## src/rrsf_pkg.sv

```systemverilog
// Shared types, constants and sizes for the remote-control sentence framer.
// Depends on nothing; every other file in src uses it by scoped names.
package rrsf_pkg;

    // Largest number of ident characters the protocol allows in one sentence.
    localparam int IDENT_MAX_CHARS = 4;
    // Number of ident character fields in a request.
    localparam int IDENT_FIELDS = 4;
    // Ident characters actually sent at most.
    localparam int IDENT_LIMIT =
        (IDENT_MAX_CHARS < IDENT_FIELDS) ? IDENT_MAX_CHARS : IDENT_FIELDS;
    // Frequency list payload bytes.
    localparam int FREQ_FIELDS = 3;
    // Payload slots: the larger of the two message kinds.
    localparam int PAY_MAX = (IDENT_LIMIT > FREQ_FIELDS) ? IDENT_LIMIT : FREQ_FIELDS;
    localparam int PAY_IDX_W = (PAY_MAX > 1) ? $clog2(PAY_MAX) : 1;
    localparam int PAY_LEN_W = $clog2(PAY_MAX + 1);

    // Sentence layout: header, '0', message id, list digit, payload, checksum, CR LF.
    localparam int HEADER_LEN = 6;
    localparam int PREFIX_LEN = HEADER_LEN + 3;
    localparam int TAIL_LEN   = 4;
    localparam int FRAME_MAX  = PREFIX_LEN + PAY_MAX + TAIL_LEN;
    localparam int FRAME_LEN_W = $clog2(FRAME_MAX + 1);

    // Header text, first byte in the lowest slot.
    localparam logic [HEADER_LEN-1:0][7:0] HEADER_TEXT =
        {8'h43, 8'h52, 8'h52, 8'h4D, 8'h50, 8'h24};

    localparam logic [7:0] ASCII_ZERO = 8'h30;
    localparam logic [7:0] ID_IDENT   = 8'h34;
    localparam logic [7:0] ID_FREQ    = 8'h35;
    localparam logic [7:0] ASCII_CR   = 8'h0D;
    localparam logic [7:0] ASCII_LF   = 8'h0A;
    localparam logic [7:0] NIBBLE_HI  = 8'hF0;
    localparam logic [7:0] NIBBLE_LO  = 8'h0F;

    // Request kinds.
    localparam logic REQ_IDENT = 1'b0;
    localparam logic REQ_FREQ  = 1'b1;

    // One request beat.
    typedef struct packed {
        logic       req_type;
        logic [3:0] list_index;
        logic [7:0] ident_char_0;
        logic [7:0] ident_char_1;
        logic [7:0] ident_char_2;
        logic [7:0] ident_char_3;
        logic [7:0] freq_kind;
        logic [7:0] mhz_code;
        logic [7:0] khz_code;
    } t_req;

    // One result beat.
    typedef struct packed {
        logic [7:0] out_byte;
        logic       last_byte;
    } t_res;

    // A whole sentence laid out byte by byte, with its length.
    typedef struct packed {
        logic [FRAME_MAX-1:0][7:0] bytes;
        logic [FRAME_LEN_W-1:0]    len;
    } t_frame;

endpackage

```

## src/rrsf_frame_build.sv

```systemverilog
// Sentence assembly: lays out one request as a complete sentence and its length.
// Depends on rrsf_pkg.
module rrsf_frame_build (
    input  rrsf_pkg::t_req   i_req,
    output rrsf_pkg::t_frame o_frame
);

    logic [rrsf_pkg::PAY_MAX-1:0][7:0] pay;
    logic [rrsf_pkg::PAY_LEN_W-1:0]    pay_len;
    logic [rrsf_pkg::TAIL_LEN-1:0][7:0] tail;
    logic [7:0]                         msg_id;
    logic [7:0]                         digit;
    logic [7:0]                         sum;

    // Gather the payload bytes, packed to the front of the slot array.
    always_comb begin
        logic [rrsf_pkg::IDENT_FIELDS-1:0][7:0] id_ch;
        logic [rrsf_pkg::FREQ_FIELDS-1:0][7:0]  fq;
        logic                                    stop;
        id_ch   = {i_req.ident_char_3, i_req.ident_char_2,
                   i_req.ident_char_1, i_req.ident_char_0};
        fq      = {i_req.khz_code, i_req.mhz_code, i_req.freq_kind};
        stop    = 1'b0;
        pay     = '0;
        pay_len = '0;
        if (i_req.req_type == rrsf_pkg::REQ_IDENT) begin
            // Ident characters run up to the first zero byte.
            for (int i = 0; i < rrsf_pkg::IDENT_LIMIT; i++) begin
                if (!stop && id_ch[i] != 8'h00) begin
                    pay[pay_len[rrsf_pkg::PAY_IDX_W-1:0]] = id_ch[i];
                    pay_len = pay_len + 1'b1;
                end else begin
                    stop = 1'b1;
                end
            end
        end else begin
            // Frequency bytes that are zero are left out.
            for (int i = 0; i < rrsf_pkg::FREQ_FIELDS; i++) begin
                if (fq[i] != 8'h00) begin
                    pay[pay_len[rrsf_pkg::PAY_IDX_W-1:0]] = fq[i];
                    pay_len = pay_len + 1'b1;
                end
            end
        end
    end

    // Message id, list digit and the 8-bit additive checksum.
    always_comb begin
        msg_id = (i_req.req_type == rrsf_pkg::REQ_IDENT) ? rrsf_pkg::ID_IDENT
                                                          : rrsf_pkg::ID_FREQ;
        digit  = rrsf_pkg::ASCII_ZERO + {4'h0, i_req.list_index};
        sum    = rrsf_pkg::ASCII_ZERO + msg_id + digit;
        for (int i = 0; i < rrsf_pkg::PAY_MAX; i++) begin
            sum = sum + pay[i];
        end
        tail[0] = ((sum & rrsf_pkg::NIBBLE_HI) >> 4) + rrsf_pkg::ASCII_ZERO;
        tail[1] = (sum & rrsf_pkg::NIBBLE_LO) + rrsf_pkg::ASCII_ZERO;
        tail[2] = rrsf_pkg::ASCII_CR;
        tail[3] = rrsf_pkg::ASCII_LF;
    end

    // Place every byte in its slot; the tail follows straight after the payload.
    always_comb begin
        logic [rrsf_pkg::FRAME_LEN_W-1:0] k;
        logic [rrsf_pkg::FRAME_LEN_W-1:0] t;
        k = '0;
        t = '0;
        for (int i = 0; i < rrsf_pkg::FRAME_MAX; i++) begin
            if (i < rrsf_pkg::HEADER_LEN) begin
                o_frame.bytes[i] = rrsf_pkg::HEADER_TEXT[i];
            end else if (i == rrsf_pkg::HEADER_LEN) begin
                o_frame.bytes[i] = rrsf_pkg::ASCII_ZERO;
            end else if (i == rrsf_pkg::HEADER_LEN + 1) begin
                o_frame.bytes[i] = msg_id;
            end else if (i == rrsf_pkg::HEADER_LEN + 2) begin
                o_frame.bytes[i] = digit;
            end else begin
                k = rrsf_pkg::FRAME_LEN_W'(i - rrsf_pkg::PREFIX_LEN);
                t = k - rrsf_pkg::FRAME_LEN_W'(pay_len);
                if (k < rrsf_pkg::FRAME_LEN_W'(pay_len)) begin
                    o_frame.bytes[i] = pay[k[rrsf_pkg::PAY_IDX_W-1:0]];
                end else if (t < rrsf_pkg::FRAME_LEN_W'(rrsf_pkg::TAIL_LEN)) begin
                    o_frame.bytes[i] = tail[t[1:0]];
                end else begin
                    o_frame.bytes[i] = 8'h00;
                end
            end
        end
        o_frame.len = rrsf_pkg::FRAME_LEN_W'(rrsf_pkg::PREFIX_LEN + rrsf_pkg::TAIL_LEN)
                    + rrsf_pkg::FRAME_LEN_W'(pay_len);
    end

endmodule

```

## src/rrsf_serialiser.sv

```systemverilog
// Sentence register and byte shifter: holds one laid-out sentence and sends a byte per cycle.
// Depends on rrsf_pkg.
module rrsf_serialiser (
    input  logic             i_clk,
    input  logic             i_rst_n,
    input  logic             i_start,
    input  rrsf_pkg::t_frame i_frame,
    output logic             o_busy,
    output logic             o_strobe,
    output rrsf_pkg::t_res   o_res
);

    logic [rrsf_pkg::FRAME_MAX-1:0][7:0] r_frame, n_frame;
    logic [rrsf_pkg::FRAME_LEN_W-1:0]    r_remain, n_remain;
    logic                                r_strobe, n_strobe;
    rrsf_pkg::t_res                      r_res, n_res;
    logic                                accept;

    // A new request may load while the final byte of the previous one leaves.
    assign o_busy = (r_remain > rrsf_pkg::FRAME_LEN_W'(1));
    assign accept = i_start && !o_busy;

    // Load a new sentence, or shift the current one down by a byte.
    always_comb begin
        n_frame  = r_frame;
        n_remain = r_remain;
        if (accept) begin
            n_frame  = i_frame.bytes;
            n_remain = i_frame.len;
        end else if (r_remain != '0) begin
            n_frame  = {8'h00, r_frame[rrsf_pkg::FRAME_MAX-1:1]};
            n_remain = r_remain - 1'b1;
        end
    end

    // The head byte goes to the result register whenever a sentence is in flight.
    always_comb begin
        n_strobe        = (r_remain != '0);
        n_res.out_byte  = r_frame[0];
        n_res.last_byte = (r_remain == rrsf_pkg::FRAME_LEN_W'(1));
    end

    // Control state is reset; the byte store and result payload are not.
    always_ff @(posedge i_clk) begin
        if (!i_rst_n) begin
            r_remain <= '0;
            r_strobe <= 1'b0;
        end else begin
            r_remain <= n_remain;
            r_strobe <= n_strobe;
        end
    end

    always_ff @(posedge i_clk) begin
        r_frame <= n_frame;
        r_res   <= n_res;
    end

    assign o_strobe = r_strobe;
    assign o_res    = r_res;

    // A sentence leaves without gaps until its final byte.
    a_no_gap: assert property (@(posedge i_clk) disable iff (!i_rst_n)
        (o_strobe && !o_res.last_byte) |=> o_strobe)
        else $error("gap inside a sentence");

    // An accepted request always occupies the block for more than one beat.
    a_busy_after_accept: assert property (@(posedge i_clk) disable iff (!i_rst_n)
        accept |=> o_busy)
        else $error("block not busy after accepting a request");

    // The final beat of a sentence is always the line feed.
    a_last_is_lf: assert property (@(posedge i_clk) disable iff (!i_rst_n)
        (o_strobe && o_res.last_byte) |-> (o_res.out_byte == rrsf_pkg::ASCII_LF))
        else $error("final beat is not a line feed");

    // The block was open to a new request in the cycle before the final beat.
    a_ready_before_last: assert property (@(posedge i_clk) disable iff (!i_rst_n)
        (o_strobe && o_res.last_byte) |-> $past(!o_busy))
        else $error("busy was still high before the final beat");

endmodule

```

## src/radio_remote_sentence_framer.sv

```systemverilog
// Top level of the remote-control sentence framer.
// Depends on rrsf_pkg, rrsf_frame_build and rrsf_serialiser.
//
// Usage:
//   A request is presented on i_req with start high; it is taken at a rising
//   edge where start is high and busy is low. The request is laid out as a
//   full ASCII sentence (header, '0', message id, list digit, payload, two
//   checksum characters, CR LF) and latched in the sentence register.
//   Result beats appear on o_res, one byte per cycle, each marked by o_strobe
//   for exactly one cycle; last_byte is set on the closing line feed.
//   The first byte of a taken request passes through the sentence register
//   and then the result register before it is on the outputs. A sentence
//   of N bytes (13 to 17) gives N consecutive beats, as the byte shifter
//   sends one byte per cycle.
//   busy falls in the cycle before the final beat, so a request taken then
//   starts its first byte straight after the line feed of the one before.
//   Reset (synchronous, active low) abandons any sentence in flight and
//   leaves the block idle with o_strobe low.
//   The receiver has no way to hold beats off; every strobed beat must be
//   taken in its cycle.
module radio_remote_sentence_framer (
    input  logic           i_clk,
    input  logic           i_rst_n,
    input  logic           start,
    input  rrsf_pkg::t_req i_req,
    output logic           busy,
    output logic           o_strobe,
    output rrsf_pkg::t_res o_res
);

    rrsf_pkg::t_frame frame;

    // Combinational sentence layout of the incoming request.
    rrsf_frame_build u_build (
        .i_req   (i_req),
        .o_frame (frame)
    );

    // Sentence register, byte shifter and result register.
    rrsf_serialiser u_ser (
        .i_clk    (i_clk),
        .i_rst_n  (i_rst_n),
        .i_start  (start),
        .i_frame  (frame),
        .o_busy   (busy),
        .o_strobe (o_strobe),
        .o_res    (o_res)
    );

endmodule

```

## config.mk

```make
export PLATFORM = sky130hd
export DESIGN_NAME = radio_remote_sentence_framer
export DESIGN_NICKNAME = d
export VERILOG_FILES = /design/src/rrsf_pkg.sv /design/src/rrsf_frame_build.sv /design/src/rrsf_serialiser.sv /design/src/radio_remote_sentence_framer.sv
export SDC_FILE = /design/constraint.sdc
export NUM_CORES = 1
export LEC_CHECK = 0
export BUFFER_PORTS_ARGS = -buffer_cell sky130_fd_sc_hd__buf_2
export CAP_MARGIN = 5
export CORE_ASPECT_RATIO = 0.8
export CORE_UTILIZATION = 62
export CTS_BUF_LIST = sky130_fd_sc_hd__clkbuf_4 sky130_fd_sc_hd__clkbuf_8
export DETAILED_ROUTE_END_ITERATION = 10
export GPL_ROUTABILITY_DRIVEN = 0
export PLACE_DENSITY_LB_ADDON = 0.08
export SLEW_MARGIN = 10
export SYNTH_ARGS = -nofsm -noshare
export SYNTH_HDL_FRONTEND = slang
export SYNTH_SLANG_ARGS = --single-unit
```

## constraint.sdc

```tcl
create_clock -name i_clk -period 5.7 [get_ports i_clk]
set_input_delay 0 -clock i_clk [delete_from_list [all_inputs] [get_ports i_clk]]
set_output_delay 0 -clock i_clk [all_outputs]
set_load 0.05 [all_outputs]
```

==> metrics, run 1 <==
count of maximum capacitance violations 0; post-synthesis instance area 7896 um^2; type of the setup path with the least slack input pin to flip-flop; area share of the largest cell type after synthesis 0.2928; number of placement rows 36; highest fanout seen on the critical path 7; final setup TNS 0 ns; total clock buffers created by CTS 17; gr ovfl total 0; Cell Int Power slightly below 3 mW; HPWL Detailed between 15000 and 20000 um; via count a little under 7000; CP Capture Type flip-flop; required time of the critical path roughly 6 ns; proportion of total power due to net switching 0.4311; vias in the first global route 6394; DRT Wirelength between 20000 and 25000 um; hold path startpoint i_req[24]; CP startpoint i_req[38]; Syn Area/Cell roughly 9.3 um^2; crit path time final around 5 ns; dominant register cell in the synthesized netlist sky130_fd_sc_hd__edfxtp_1; Hold-fix buffers, CTS 10; # port buffers 74; Switching Power 2.204 mW; cell with the most instances after synthesis sky130_fd_sc_hd__nand2_1; unique cell type count in the Yosys netlist 57; power share of the combinational group 0.449; synthesized flop and latch total about 150; worst-skew pair later-pin latency around 0.45 ns; critical path arrival between 5 and 6 ns; number of synthesis warnings 0; y dimension of the die 102.9 um; Clock Power Share 0.155; static power due to leakage 3.876 nW; largest voltage drop on the vdd net 0.5274 mV; Hold/Removal Path Class input pin to flip-flop; area enclosed by the die boundary around 13000 um^2; initial drt markers 832; post-synthesis async set-or-reset flop share 0; Die Wd between 100 and 150 um; top cell types by occurrence after synthesis sky130_fd_sc_hd__nand2_1 (177), sky130_fd_sc_hd__a21oi_1 (80), sky130_fd_sc_hd__edfxtp_1 (77); startpoint kind of the worst setup timing path input pin; Critical R2R Launch u_ser.r_remain[2]; Final Hold Violating Endpoints 0; via/cell ratio approximately 6.3; average wire per standard cell a little under 20 um; maximum clock path buffer count 2; wire length of the first global-routing pass roughly 34000 um; result of the run complete, no violations; share of the core filled with cells in the final layout 0.7216; post-route ant nets 0; relative slew slack 0.3162; antenna diode instance count 0; Post-layout nets slightly above 1000; overall fraction of global-route tracks in use 0.3390; initial antenna violation count 0; clock root cell sky130_fd_sc_hd__clkbuf_8; maximum number of pins on one net before global-route repair 82; sequential group share of total power 0.396; top cell type by total area after synthesis sky130_fd_sc_hd__edfxtp_1; first-pass iteration count of the detailed router 6; total number of H-tree levels 4; power density of the placed cells 576.1 nW/um^2; sequential cell area fraction in the yosys report 0.4728; I/O pin count 75; final worst-path cycle share 0.8953; clock tree skew after final layout 0.01290 ns; total setup buffers inserted after CTS 0; Final Max Tran Viols 0; number of flops mapped to enable cells by yosys 77; post-synthesis cell count roughly 850; main area contributors after synthesis sky130_fd_sc_hd__edfxtp_1 (29%), sky130_fd_sc_hd__dfxtp_1 (18%), sky130_fd_sc_hd__nand2_1 (8.4%), sky130_fd_sc_hd__a21oi_1 (5.1%), sky130_fd_sc_hd__ha_1 (4.9%); DRC 0; unrepaired setup endpoints after global routing no; Least-Margin Pin Slew between 1 and 1.5 ns; area overhead of the layout relative to synthesis 12.38%; achievable clock frequency roughly 200 MHz; initial core utilization 0.6421; clock-pin slew reported for the worst setup and hold paths after clock tree synthesis approximately 0.090 ns; floorplan core area 12300 um^2; clock net sink count 148; share of cells above drive strength 1 0.1504; TritonCTS clock tree built; # resized after CTS 0; setup violation total in the final timing report 0
layout by cell type, fill, tap and decap left out, drive strengths merged, types with 2 or more instances in the layout:
cell and n:
nor2b 4, and3 8, dlygate4sd3 10, a32oi 6, nand2 177, a21oi 81
fa 19, a22oi 20, o21ai 40, a22o 26, buf 87, a21o 2
nor4 11, conb 2, clkbuf 19, ha 31, clkinv 8, a221o 10
a32o 3, o211ai 5, nand4 3, and2 8, edfxtp 77, dfxtp 71
o31ai 3, inv 68, nor3 6, a21boi 2, mux2i 5, xnor2 7
nor2 35, a222oi 2, or3 3, xor2 3, a31oi 9, or4 3
mux2 5, nand3 33
sequential cells by signal, summed over array words and instances (netlist names):
register / cells
u_ser.r_frame: 125
u_ser.o_res: 9
u_ser.o_strobe: 1
u_ser.n_res: 8
u_ser.r_remain: 5
per-stage QoR:
step | hold slack (ns) | power [mW] | worst slack, ns | cells | instance area [um^2]
floorplan | 0.1176 | 3.674 | 0.5013 | 847 | 7900
global placement | 0.2721 | 4.168 | 0.4499 | 1053 | 8398
detailed placement | 0.2774 | 4.268 | 0.2529 | 1053 | 8398
CTS | 0.001919 | 5.072 | 0.7336 | 1095 | 8874
global route | 0.01470 | 5.405 | 0.3185 | 1095 | 8874
finish | 0.02199 | 5.112 | 0.5970 | 1095 | 8874
kinds of logic after synthesis:
group,synth area share
compound gates,0.1806
simple gates,0.1638
other cells,0.0004749
fa+ha+maj,0.09729
xor+xnor,0.01505
mux,0.01347
flops,0.4728
buf+inv,0.05641
layout make-up:
| cell class | count | area, um^2 |
|---|---|---|
| clock buffers | 19 | 249.0 |
| clock inverters | 13 | 126.4 |
| fillers | 961 | 3423 |
| inverters | 64 | 240.2 |
| multi-input cells | 583 | 3742 |
| flip-flops and latches | 148 | 3734 |
| well taps | 171 | 214.0 |
| repair buffers | 97 | 568.0 |
power groups by stage:
stage	combinational [mW]	clock [mW]	sequential [mW]
floorplan	1.59	0	2.09
global placement	2.15	0	2.02
global route	2.51	0.833	2.07
CTS	2.26	0.794	2.02
detailed placement	2.24	0	2.03
finish	2.29	0.792	2.03
final timing paths:
path                   endpoint  slack, ns  cells past startpoint
min           u_ser.r_frame[96]       0.02                      3
min reg2reg      u_ser.o_res[8]       0.36                      0
max reg2reg   u_ser.r_frame[73]       2.57                      7
max          u_ser.r_frame[122]       0.60                     22
worst max-delay path, stage by stage:
cell,delay [ns]
sky130_fd_sc_hd__dlygate4sd3_1,0.52
sky130_fd_sc_hd__buf_2,0.11
sky130_fd_sc_hd__or3_1,0.15
sky130_fd_sc_hd__nor3_2,0.06
sky130_fd_sc_hd__nor3_1,0.78
sky130_fd_sc_hd__a22oi_1,0.34
sky130_fd_sc_hd__inv_1,0.15
sky130_fd_sc_hd__fa_1,0.45
sky130_fd_sc_hd__fa_1,0.49
sky130_fd_sc_hd__inv_1,0.05
sky130_fd_sc_hd__fa_1,0.46
sky130_fd_sc_hd__inv_1,0.07
sky130_fd_sc_hd__ha_1,0.16
sky130_fd_sc_hd__inv_1,0.05
sky130_fd_sc_hd__fa_1,0.40
sky130_fd_sc_hd__inv_1,0.08
sky130_fd_sc_hd__a21o_1,0.12
sky130_fd_sc_hd__a21oi_1,0.08
sky130_fd_sc_hd__xnor2_1,0.15
sky130_fd_sc_hd__inv_1,0.10
sky130_fd_sc_hd__a31oi_1,0.13
sky130_fd_sc_hd__a221o_1,0.38
layer usage:
metal,GRT usage,up-vias,share of wire,wire length [um]
li1,-,3112,-,-
met1,0.4675,3266,0.42,8970
met2,0.5071,425,0.44,9516
met3,0.09237,68,0.11,2443
met4,0.1448,0,0.030,651
met5,0,-,0,0
Power figures use the tool's default switching activity.
==> run 2, diff against run 1 <==
--- a/config.mk
+++ b/config.mk
@@ -8,10 +8,10 @@
 export BUFFER_PORTS_ARGS = -buffer_cell sky130_fd_sc_hd__buf_2
 export CAP_MARGIN = 5
 export CORE_ASPECT_RATIO = 0.8
-export CORE_UTILIZATION = 62
-export CTS_BUF_LIST = sky130_fd_sc_hd__clkbuf_4 sky130_fd_sc_hd__clkbuf_8
+export CORE_UTILIZATION = 60
 export DETAILED_ROUTE_END_ITERATION = 10
 export GPL_ROUTABILITY_DRIVEN = 0
+export GPL_TIMING_DRIVEN = 0
 export PLACE_DENSITY_LB_ADDON = 0.08
 export SLEW_MARGIN = 10
 export SYNTH_ARGS = -nofsm -noshare
==> run 2 against run 1 <==
Against the previous run:
- clock-buffer cell count fell by 1
- wire length up 6.2%
- die area grew 3.3%
- core utilization shrank 0.79 points
- global-route usage up 1.4 points
- final area increased by 3.5%
- first-iteration DRC count up 41%
- combinational power is 9.2% higher
- power is 10% higher
- cell count is 3.5% higher
- worst hold slack lost 0.013 ns
- flip-flop and latch count unchanged
==> metrics, run 2 (synthesized netlist as in run 1, its figures left out) <==
I/O pin count 75 (unchanged); result of the run complete, no violations (unchanged); highest-count cells in the layout ignoring fill and taps sky130_fd_sc_hd__nand2_1 (176), sky130_fd_sc_hd__a21oi_1 (79), sky130_fd_sc_hd__edfxtp_1 (77), sky130_fd_sc_hd__buf_2 (76), sky130_fd_sc_hd__dfxtp_1 (71) (was sky130_fd_sc_hd__nand2_1 (175), sky130_fd_sc_hd__a21oi_1 (80), sky130_fd_sc_hd__edfxtp_1 (77), sky130_fd_sc_hd__buf_2 (74), sky130_fd_sc_hd__dfxtp_1 (71)); Post-layout nets 1059 (was 1025); worst hold margin 0.008811 ns (was 0.02199 ns); most common library cell in the layout ignoring fill and taps sky130_fd_sc_hd__nand2_1 (unchanged); # port buffers 74 (unchanged); required time of the critical path 5.87 ns (was 5.90 ns); largest voltage drop on the vdd net 0.3407 mV (was 0.5274 mV); share of the core filled with cells in the final layout 0.7137 (was 0.7216); gr ovfl total 0 (unchanged); instance area at placement 8524 um^2 (was 8398 um^2); Final Hold Violating Endpoints 0 (unchanged); critical path arrival 5.65 ns (was 5.30 ns); unrepaired setup endpoints after global routing no (unchanged); first-pass iteration count of the detailed router 6 (unchanged); instance count along the most critical hold path 3 (unchanged); TritonCTS clock tree built (unchanged); maximum clock path buffer count 2 (unchanged); Hold/Removal Path Class input pin to flip-flop (unchanged); clock net sink count 148 (unchanged); Final Max Tran Viols 0 (unchanged); wire length of the first global-routing pass 35670 um (was 33510 um); Hold Crit Endpoint u_ser.r_frame[126] (was u_ser.r_frame[96]); area enclosed by the die boundary 13630 um^2 (was 13190 um^2); antenna diode instance count 0 (unchanged); initial core utilization 0.6136 (was 0.6421); via count 7091 (was 6871); share of cells above drive strength 1 0.1367 (was 0.1504); Post-Layout Inst Area 9185 um^2 (was 8874 um^2); total number of H-tree levels 4 (unchanged); crit path time final 5.476 ns (was 5.103 ns); overall fraction of global-route tracks in use 0.3534 (was 0.3390); setup violation total in the final timing report 0 (unchanged); hold path startpoint i_req[38] (was i_req[24]); Largest register FFs 125 (unchanged); DRC 0 (unchanged); highest fanout seen on the critical path 11 (was 7); type of the setup path with the least slack input pin to flip-flop (unchanged); static power due to leakage 3.969 nW (was 3.876 nW); reg-to-reg endpoint u_ser.r_frame[87] (was u_ser.r_frame[73]); clock-pin slew reported for the worst setup and hold paths after clock tree synthesis 0.07 ns (was 0.09 ns); FF-to-FF path depth 9 (was 7); y dimension of the die 104.6 um (was 102.9 um); total of fill cells in the finished design 998 (was 961); post-route ant nets 0 (unchanged); via/cell ratio 6.259 (was 6.275); worst reg2reg setup slack 2.18 ns (was 2.57 ns); Die Wd 130.3 um (was 128.2 um); total power draw 5.628 mW (was 5.112 mW); clock tree skew after final layout 0.006898 ns (was 0.01290 ns); Most flops, register u_ser.r_frame (unchanged); count of maximum capacitance violations 0 (unchanged); maximum number of pins on one net before global-route repair 53 (was 82); clock root cell sky130_fd_sc_hd__clkbuf_16 (was sky130_fd_sc_hd__clkbuf_8); floorplan core area 12870 um^2 (was 12300 um^2); power density of the placed cells 612.8 nW/um^2 (was 576.1 nW/um^2); DRT Wirelength 22920 um (was 21580 um); total clock buffers created by CTS 17 (unchanged); Critical R2R Launch u_ser.r_remain[1] (was u_ser.r_remain[2]); worst-skew pair later-pin latency 0.43 ns (was 0.45 ns); final worst-path cycle share 0.9607 (was 0.8953); initial antenna violation count 0 (unchanged); total setup buffers inserted after CTS 0 (unchanged); vias in the first global route 6662 (was 6394); average wire per standard cell 20.23 um (was 19.71 um); achievable clock frequency 182.6 MHz (was 196.0 MHz); relative slew slack 0.4372 (was 0.3162); area overhead of the layout relative to synthesis 16.32% (was 12.38%); number of placement rows 37 (was 36); CP Capture Type flip-flop (unchanged); Least-Margin Pin Slew 0.8411 ns (was 1.018 ns); initial drt markers 1176 (was 832); HPWL Detailed 16990 um (was 15090 um); startpoint kind of the worst setup timing path input pin (unchanged)
run 2: changes by cell type in the layout (fill, tap and decap cells not counted), sizes merged:
cell	before	now
clkinv	8	3
clkbuf	19	52
inv	68	74
clkinvlp	0	1
buf	87	91
dlygate4sd3	10	6
bufinv	1	0
run 2: layout make-up:
cell class	count	area, um^2	share of cell area
multi-input cells	583	3752	0.4085
flip-flops and latches	148	3734	0.4065
repair buffers	81	457.9	0.04986
plain buffers	50	198.9	0.02166
inverters	64	240.2	0.02615
clock buffers	18	450.4	0.04904
clock inverters	14	132.6	0.01444
well taps	175	219.0	0.02384
run 2: worst max-delay path by stage:
stage	from	end	slack, ns	cells after the start
floorplan	i_req[21]	u_ser.r_frame[122]	0.50	23
global placement	i_req[21]	u_ser.r_frame[123]	-0.28	23
detailed placement	i_req[21]	u_ser.r_frame[115]	-0.38	23
CTS	i_req[21]	u_ser.r_frame[91]	0.04	23
global route	i_req[21]	u_ser.r_frame[91]	0.05	22
finish	i_req[21]	u_ser.r_frame[115]	0.22	22
run 2: critical path: stages:
cell and delay, ns:
sky130_fd_sc_hd__buf_2 0.10, sky130_fd_sc_hd__or4_4 0.58, sky130_fd_sc_hd__nor2_8 0.24, sky130_fd_sc_hd__inv_1 0.10, sky130_fd_sc_hd__ha_1 0.39, sky130_fd_sc_hd__clkbuf_2 0.24
sky130_fd_sc_hd__a22o_1 0.26, sky130_fd_sc_hd__a22o_1 0.23, sky130_fd_sc_hd__fa_1 0.47, sky130_fd_sc_hd__fa_1 0.55, sky130_fd_sc_hd__inv_1 0.06, sky130_fd_sc_hd__fa_1 0.59
sky130_fd_sc_hd__inv_1 0.06, sky130_fd_sc_hd__ha_1 0.28, sky130_fd_sc_hd__a21oi_1 0.12, sky130_fd_sc_hd__nor2b_1 0.06, sky130_fd_sc_hd__o21ai_0 0.31, sky130_fd_sc_hd__a21oi_2 0.14
sky130_fd_sc_hd__xnor3_2 0.29, sky130_fd_sc_hd__xnor2_4 0.19, sky130_fd_sc_hd__a21oi_1 0.25, sky130_fd_sc_hd__o21ai_1 0.11
run 2: per-stage QoR:
step	setup slack [ns]	TNS [ns]	instances
after detailed placement	-0.3776	-4.301	1097
after global routing	0.05087	0	1133
after global placement	-0.2839	-2.499	1096
after CTS	0.04061	0	1135
after floorplan	0.5013	0	847
final	0.2242	0	1133
run 2: what timing repair did:
item,CTS,global route
resized for setup,0,6
endpoints found under the setup margin,0,14
hold buffers,6,0
hold endpoints to repair,11,0
run 2: routing by layer:
layer | GRT usage | share of wire
met3 | 0.1039 | 0.12
met1 | 0.5112 | 0.43
met2 | 0.4924 | 0.42
met5 | 0 | 0
met4 | 0.1445 | 0.032
run 2: where the power goes:
part,internal (mW),switching (mW)
logic,0.790,1.71
clock network,0.606,0.501
registers,1.82,0.201
total,3.22,2.41
